**src/rtl/itoa_pkg.sv**
```systemverilog
// Shared constants, types and helper functions for the integer-to-decimal converter.
`default_nettype none

package itoa_pkg;

    localparam int VALUE_WIDTH_DEF = 32;
    // magnitude bits folded into the BCD register per cycle
    localparam int STEP_BITS = 4;

    localparam logic [5:0] CHAR_MINUS = 6'd45;
    localparam logic [5:0] CHAR_ZERO  = 6'd48;

    // decimal digits needed for the largest magnitude, 2^(w-1)
    function automatic int dec_digits(input int w);
        longint unsigned v;
        int n;
        v = longint'(1) << (w - 1);
        n = 0;
        do begin
            n = n + 1;
            v = v / 10;
        end while (v != 0);
        return n;
    endfunction

    function automatic int conv_steps(input int w);
        return (w + STEP_BITS - 1) / STEP_BITS;
    endfunction

    typedef struct packed {
        logic load;
        logic step;
        logic prep;
        logic next_digit;
        logic sel_sign;
    } dp_cmd_t;

    typedef struct packed {
        logic conv_done;
        logic negative;
        logic idx_zero;
    } dp_status_t;

endpackage

`default_nettype wire

```
**src/rtl/itoa_datapath.sv**
```systemverilog
// Datapath: sign/magnitude, shift-add-3 BCD conversion, digit index and character select.
`default_nettype none

module itoa_datapath #(
    parameter int VALUE_WIDTH = itoa_pkg::VALUE_WIDTH_DEF
) (
    input  wire                          clk,
    input  wire                          rst_n,
    input  wire  signed [VALUE_WIDTH-1:0] value,
    input  itoa_pkg::dp_cmd_t            cmd,
    output itoa_pkg::dp_status_t         status,
    output logic [5:0]                   ascii_char
);

    localparam int NDIG  = itoa_pkg::dec_digits(VALUE_WIDTH);
    localparam int STEPS = itoa_pkg::conv_steps(VALUE_WIDTH);
    localparam int SB    = itoa_pkg::STEP_BITS;
    localparam int PAD_W = STEPS * SB;
    localparam int BCD_W = NDIG * 4;
    localparam int IDX_W = $clog2(NDIG);
    localparam int CNT_W = $clog2(STEPS);

    logic [PAD_W-1:0] mag_reg, mag_next;
    logic [BCD_W-1:0] bcd_reg, bcd_next;
    logic             neg_reg, neg_next;
    logic [CNT_W-1:0] cnt_reg, cnt_next;
    logic [IDX_W-1:0] idx_reg, idx_next;

    logic [VALUE_WIDTH-1:0] mag_in;
    logic [BCD_W-1:0]       bcd_step;
    logic [PAD_W-1:0]       mag_step;
    logic [IDX_W-1:0]       msd_idx;
    logic [3:0]             cur_digit;

    // two's complement negate; the most negative value comes out as its exact magnitude
    assign mag_in = value[VALUE_WIDTH-1] ? (~value + 1'b1) : value;

    // shift-add-3 over STEP_BITS bits per cycle
    always_comb
    begin
        logic [BCD_W-1:0] b;
        logic [PAD_W-1:0] m;
        b = bcd_reg;
        m = mag_reg;
        for (int s = 0; s < SB; s++) begin
            for (int d = 0; d < NDIG; d++) begin
                if (b[d*4 +: 4] >= 4'd5)
                    b[d*4 +: 4] = b[d*4 +: 4] + 4'd3;
            end
            b = {b[BCD_W-2:0], m[PAD_W-1]};
            m = {m[PAD_W-2:0], 1'b0};
        end
        bcd_step = b;
        mag_step = m;
    end

    // most significant nonzero digit, or digit 0 for zero
    always_comb
    begin
        msd_idx = '0;
        for (int i = 0; i < NDIG; i++) begin
            if (bcd_reg[i*4 +: 4] != 4'd0)
                msd_idx = IDX_W'(i);
        end
    end

    always_comb
    begin
        mag_next = mag_reg;
        bcd_next = bcd_reg;
        neg_next = neg_reg;
        cnt_next = cnt_reg;
        idx_next = idx_reg;
        if (cmd.load) begin
            mag_next = PAD_W'(mag_in);
            bcd_next = '0;
            neg_next = value[VALUE_WIDTH-1];
            cnt_next = '0;
        end else if (cmd.step) begin
            mag_next = mag_step;
            bcd_next = bcd_step;
            cnt_next = cnt_reg + 1'b1;
        end
        if (cmd.prep)
            idx_next = msd_idx;
        else if (cmd.next_digit)
            idx_next = idx_reg - 1'b1;
    end

    always_ff @(posedge clk or negedge rst_n)
    begin
        if (!rst_n) begin
            cnt_reg <= '0;
            idx_reg <= '0;
            neg_reg <= 1'b0;
        end else begin
            cnt_reg <= cnt_next;
            idx_reg <= idx_next;
            neg_reg <= neg_next;
        end
    end

    always_ff @(posedge clk)
    begin
        mag_reg <= mag_next;
        bcd_reg <= bcd_next;
    end

    assign cur_digit = bcd_reg[idx_reg*4 +: 4];
    assign ascii_char = cmd.sel_sign ? itoa_pkg::CHAR_MINUS
                                     : ({2'b00, cur_digit} + itoa_pkg::CHAR_ZERO);

    assign status.conv_done = (cnt_reg == CNT_W'(STEPS - 1));
    assign status.negative  = neg_reg;
    assign status.idx_zero  = (idx_reg == '0);

endmodule

`default_nettype wire

```
**src/rtl/itoa_ctrl.sv**
```systemverilog
// Controller: sequences accept, conversion steps, digit search and character beats.
`default_nettype none

module itoa_ctrl (
    input  wire                   clk,
    input  wire                   rst_n,
    input  wire                   value_valid,
    output logic                  value_ready,
    output logic                  char_valid,
    input  wire                   char_ready,
    output logic                  last,
    input  itoa_pkg::dp_status_t  status,
    output itoa_pkg::dp_cmd_t     cmd
);

    localparam logic [2:0] ST_IDLE  = 3'd0;
    localparam logic [2:0] ST_CONV  = 3'd1;
    localparam logic [2:0] ST_PREP  = 3'd2;
    localparam logic [2:0] ST_SIGN  = 3'd3;
    localparam logic [2:0] ST_DIGIT = 3'd4;

    logic [2:0] state_reg, state_next;

    always_comb
    begin
        state_next  = state_reg;
        cmd         = '0;
        value_ready = 1'b0;
        char_valid  = 1'b0;
        last        = 1'b0;
        unique case (state_reg)
            ST_IDLE:
            begin
                value_ready = 1'b1;
                if (value_valid) begin
                    cmd.load   = 1'b1;
                    state_next = ST_CONV;
                end
            end
            ST_CONV:
            begin
                cmd.step = 1'b1;
                if (status.conv_done)
                    state_next = ST_PREP;
            end
            ST_PREP:
            begin
                cmd.prep   = 1'b1;
                state_next = status.negative ? ST_SIGN : ST_DIGIT;
            end
            ST_SIGN:
            begin
                cmd.sel_sign = 1'b1;
                char_valid   = 1'b1;
                if (char_ready)
                    state_next = ST_DIGIT;
            end
            ST_DIGIT:
            begin
                char_valid = 1'b1;
                last       = status.idx_zero;
                if (char_ready) begin
                    if (status.idx_zero)
                        state_next = ST_IDLE;
                    else
                        cmd.next_digit = 1'b1;
                end
            end
            default:
            begin
                state_next = ST_IDLE;
            end
        endcase
    end

    always_ff @(posedge clk or negedge rst_n)
    begin
        if (!rst_n)
            state_reg <= ST_IDLE;
        else
            state_reg <= state_next;
    end

endmodule

`default_nettype wire

```
**src/rtl/signed_int_to_decimal_ascii.sv**
```systemverilog
// Signed integer to decimal ASCII text converter, one character per output beat.
//
// Input channel value/value_valid/value_ready takes one signed integer per beat.
// Output channel ascii_char/last/char_valid/char_ready gives its decimal text,
// most significant character first: an optional '-', then the digits without
// leading zeros ('0' alone for zero). last marks the final digit.
// Per value: accept, conversion in the shift-add-3 BCD unit (4 bits per cycle,
// no stall there), leading-digit search, then one character per output beat
// (1 to 11 characters at VALUE_WIDTH = 32). One value is in flight at a time
// and value_ready is high only while idle.
// Output payload is held from registers: a stall on char_ready freezes the
// current character until it is taken.
// Reset (rst_n, asynchronous, active low) returns the controller to idle; no
// state carries from one value to the next.
`default_nettype none

module signed_int_to_decimal_ascii #(
    parameter int VALUE_WIDTH = itoa_pkg::VALUE_WIDTH_DEF
) (
    input  wire                           clk,
    input  wire                           rst_n,
    input  wire  signed [VALUE_WIDTH-1:0] value,
    input  wire                           value_valid,
    output logic                          value_ready,
    output logic [5:0]                    ascii_char,
    output logic                          last,
    output logic                          char_valid,
    input  wire                           char_ready
);

    itoa_pkg::dp_cmd_t    cmd;
    itoa_pkg::dp_status_t status;

    itoa_ctrl u_ctrl (
        .clk         (clk),
        .rst_n       (rst_n),
        .value_valid (value_valid),
        .value_ready (value_ready),
        .char_valid  (char_valid),
        .char_ready  (char_ready),
        .last        (last),
        .status      (status),
        .cmd         (cmd)
    );

    itoa_datapath #(
        .VALUE_WIDTH (VALUE_WIDTH)
    ) u_datapath (
        .clk        (clk),
        .rst_n      (rst_n),
        .value      (value),
        .cmd        (cmd),
        .status     (status),
        .ascii_char (ascii_char)
    );

endmodule

`default_nettype wire

```
**config.mk**
```make
export PLATFORM = sky130hd
export DESIGN_NAME = signed_int_to_decimal_ascii
export DESIGN_NICKNAME = d
export VERILOG_FILES = /design/src/rtl/itoa_pkg.sv /design/src/rtl/itoa_datapath.sv /design/src/rtl/itoa_ctrl.sv /design/src/rtl/signed_int_to_decimal_ascii.sv
export SDC_FILE = /design/constraint.sdc
export NUM_CORES = 1
export LEC_CHECK = 0
export BUFFER_PORTS_ARGS = -buffer_cell sky130_fd_sc_hd__buf_2
export CORE_MARGIN = 1
export CORE_UTILIZATION = 29
export DETAILED_ROUTE_END_ITERATION = 10
export GPL_TIMING_DRIVEN = 0
export HOLD_SLACK_MARGIN = 0.05
export PLACE_DENSITY_LB_ADDON = 0.2
export SYNTH_ARGS = -nofsm -noshare
export SYNTH_HDL_FRONTEND = slang
export SYNTH_SLANG_ARGS = --single-unit
```
**constraint.sdc**
```tcl
create_clock -name clk -period 4.6 [get_ports clk]
set_input_delay 0.23 -clock clk [delete_from_list [all_inputs] [get_ports clk]]
set_output_delay 0.23 -clock clk [all_outputs]
set_load 0.01 [all_outputs]
```
==> impl_metrics.ini <==
[outcome]
run_status = finished, final reports clean

[detailed_routing]
wl_per_cell_um = 15.8
postRouteAntennaNets = 0
drt_iter0_drc = 663
drt-pass1-iter-count = 5
vias = 8919
via_per_inst = 5.39
drc = 0
wirelength_um = 26100

[critical_path]
timing.rr.end = u_datapath.bcd_reg[37]
r2r_slack_ns = 0.48
worstPathRequired_ns = 4.82
crit_path_end_kind = register
r2r_start = u_datapath.bcd_reg[32]
path_class = reg -> reg
crit_fanout = 8
worstRegToRegCells = 17
start_kind = register
cp.arrival_ns = 4.34

[hold_path]
min_delay_worst_endpoint = u_datapath.mag_reg[2]
min_path_type = in -> reg
hp-start = value[2]
min_path_cells = 3

[synthesis]
synth_async_sr_flop_share_pct = 13.3
synth_area_leader_cell = edfxtp_1
ys_warn_count = 0
synth.cell_area_um2 = 9070
synth-edff-count = 32
yosysUniqueCellTypes = 87
synth_top_area_share_pct = 10.6
ys_ff_latch = 83
postSynthAreaPerCell_um2 = 7.57
synth_area_leaders = edfxtp_1, dfxtp_1, o21ai_0, nand2_1, ha_1
ys_seq_area_share_pct = 22.5
syn-num-nets = 1278
synth_ff_type = dfxtp_1
synthCells = 1198

[final_layout]
fin_area_um2 = 10100
layout_commonest_cell = nand2_1
fin_nets = 1333
most-common-layout-cells = nand2_1, o21ai_0, nor2_1
drive_gt1_share_pct = 10.7
final_core_util_pct = 32.9
area_growth_pct = 11.2
largest_register_ffs = 40

[placed_design]
numPortBuffers = 43
gp_congestion = 0.813
dp_hpwl_um = 20300
placed_area_um2 = 9780

[sta]
finalClockSkew_ns = 0.00808
timing.fmax_ghz = 0.243
tightest_slew_ns = 1.13
drv_slew = 0
hold_viol_final = 0
setup_tns_ns = 0
slew_headroom_pct = 24.2
min_period_ns = 4.12
finalCritPeriodShare_pct = 89.6
rsz0062_at_grt = no
finalSetupViolations = 0

[clock_network]
htree_levels = 3
cts_made_buffers = 9
clock_sinks = 83
root_buffer = clkbuf_16
cts_tree = yes
clk_latency_ns = 0.35
clk_path_buf_depth = 2
postCtsSetupBuffers = 0
clkTransAtPathRegs_ns = 0.07

[grt]
antenna_found_initial = 2
grt-ovfl-total = 0
grt_use_total_pct = 16.5
grt_max_degree = 37
grt_pass1_vias = 8134
grt_pass1_wl_um = 42100

[floorplan]
core_area_um2 = 30700
die_area_um2 = 32000
die_y_um = 179
start_util_pct = 29.6
rows = 64
die_x_um = 179
ioPinCount = 45

[job]
maxCapViolations = 0
-- critical path: stages, from the launching register on --
cell	delay [ns]
dfxtp_1	0.47
inv_1	0.08
ha_1	0.26
nor2b_1	0.17
or3_1	0.41
nand2_1	0.12
ha_1	0.16
o21ai_0	0.09
a22oi_1	0.37
inv_1	0.14
ha_1	0.23
o21a_1	0.19
o31ai_1	0.35
ha_1	0.26
nand2b_1	0.08
a221oi_2	0.34
xnor2_1	0.18
o21ai_1	0.07
-- routing by layer --
metal	up-vias	routed length (um)	GRT usage, %
li1	4573	-	-
met1	4170	12800	22.6
met2	156	12000	27.5
met3	20	974	2.33
met4	0	227	2.79
met5	-	0	0
-- cells by family (layout without fill, tap and decap cells) --
family | count (synthesis) | count (layout) | share of synthesized area [%]
other | 1 | 3 | 0.0414
buffers and inverters | 121 | 181 | 5.28
AND/OR/NAND/NOR | 435 | 435 | 23.6
multiplexers | 55 | 55 | 7.34
AO/OA/AOI/OAI | 421 | 421 | 31.5
XOR/XNOR | 38 | 38 | 3.67
flip-flops | 83 | 83 | 22.5
adder cells (fa/ha/maj) | 44 | 44 | 6.07
-- through the flow --
step           setup slack (ns)  hold WS, ns  cells
2_1_floorplan              1.02      -0.0656   1198
3_3_place_gp              0.410        0.127   1637
3_5_place_dp              0.410        0.124   1637
4_1_cts                   0.364        0.245   1654
5_1_grt                   0.104        0.278   1654
6_report                  0.479        0.257   1656
-- what timing repair did --
| item | CTS | global route |
|---|---|---|
| hold buffers | 1 | 0 |
| setup endpoints to repair | 0 | 1 |
| hold endpoints to repair | 11 | 0 |
| resized for setup | 0 | 1 |
-- layout make-up --
type	count	area, um2
inverter	60	225
multi-input combinational	994	6560
fill	3267	20600
antenna	2	5.00
buffer	61	254
timing repair buffer	44	225
tap	396	495
clock buffer	12	256
clock inverter	4	25.0
sequential	83	2040
-- cell usage after synthesis (15+ instances only) --
| master | count |
|---|---|
| inv_1 | 59 |
| o21a_1 | 21 |
| ha_1 | 44 |
| dfxtp_1 | 40 |
| mux2i_1 | 35 |
| o22ai_1 | 16 |
| nand3_1 | 44 |
| a21oi_1 | 55 |
| nand2_1 | 153 |
| edfxtp_1 | 32 |
| a211oi_1 | 30 |
| nand2b_1 | 23 |
| xor2_1 | 29 |
| nor3_1 | 15 |
| clkbuf_1 | 41 |
| nor2_1 | 88 |
| o211ai_1 | 17 |
| o21ai_0 | 120 |
| o31ai_1 | 24 |
| and3_1 | 16 |
-- worst max path at each step --
stage                                      start                      to  slack, ns  depth (start not counted)
after floorplan           u_datapath.bcd_reg[32]  u_datapath.bcd_reg[38]       1.02                         17
after global placement    u_datapath.bcd_reg[24]  u_datapath.bcd_reg[32]       0.41                         18
after detailed placement  u_datapath.bcd_reg[29]  u_datapath.bcd_reg[32]       0.41                         17
after CTS                 u_datapath.bcd_reg[29]  u_datapath.bcd_reg[32]       0.36                         17
after global routing      u_datapath.bcd_reg[28]  u_datapath.bcd_reg[32]       0.10                         17
final                     u_datapath.bcd_reg[32]  u_datapath.bcd_reg[37]       0.48                         17
Power is not shown: default switching activity piles up to over one toggle a cycle in this logic, so the estimate is an artifact.
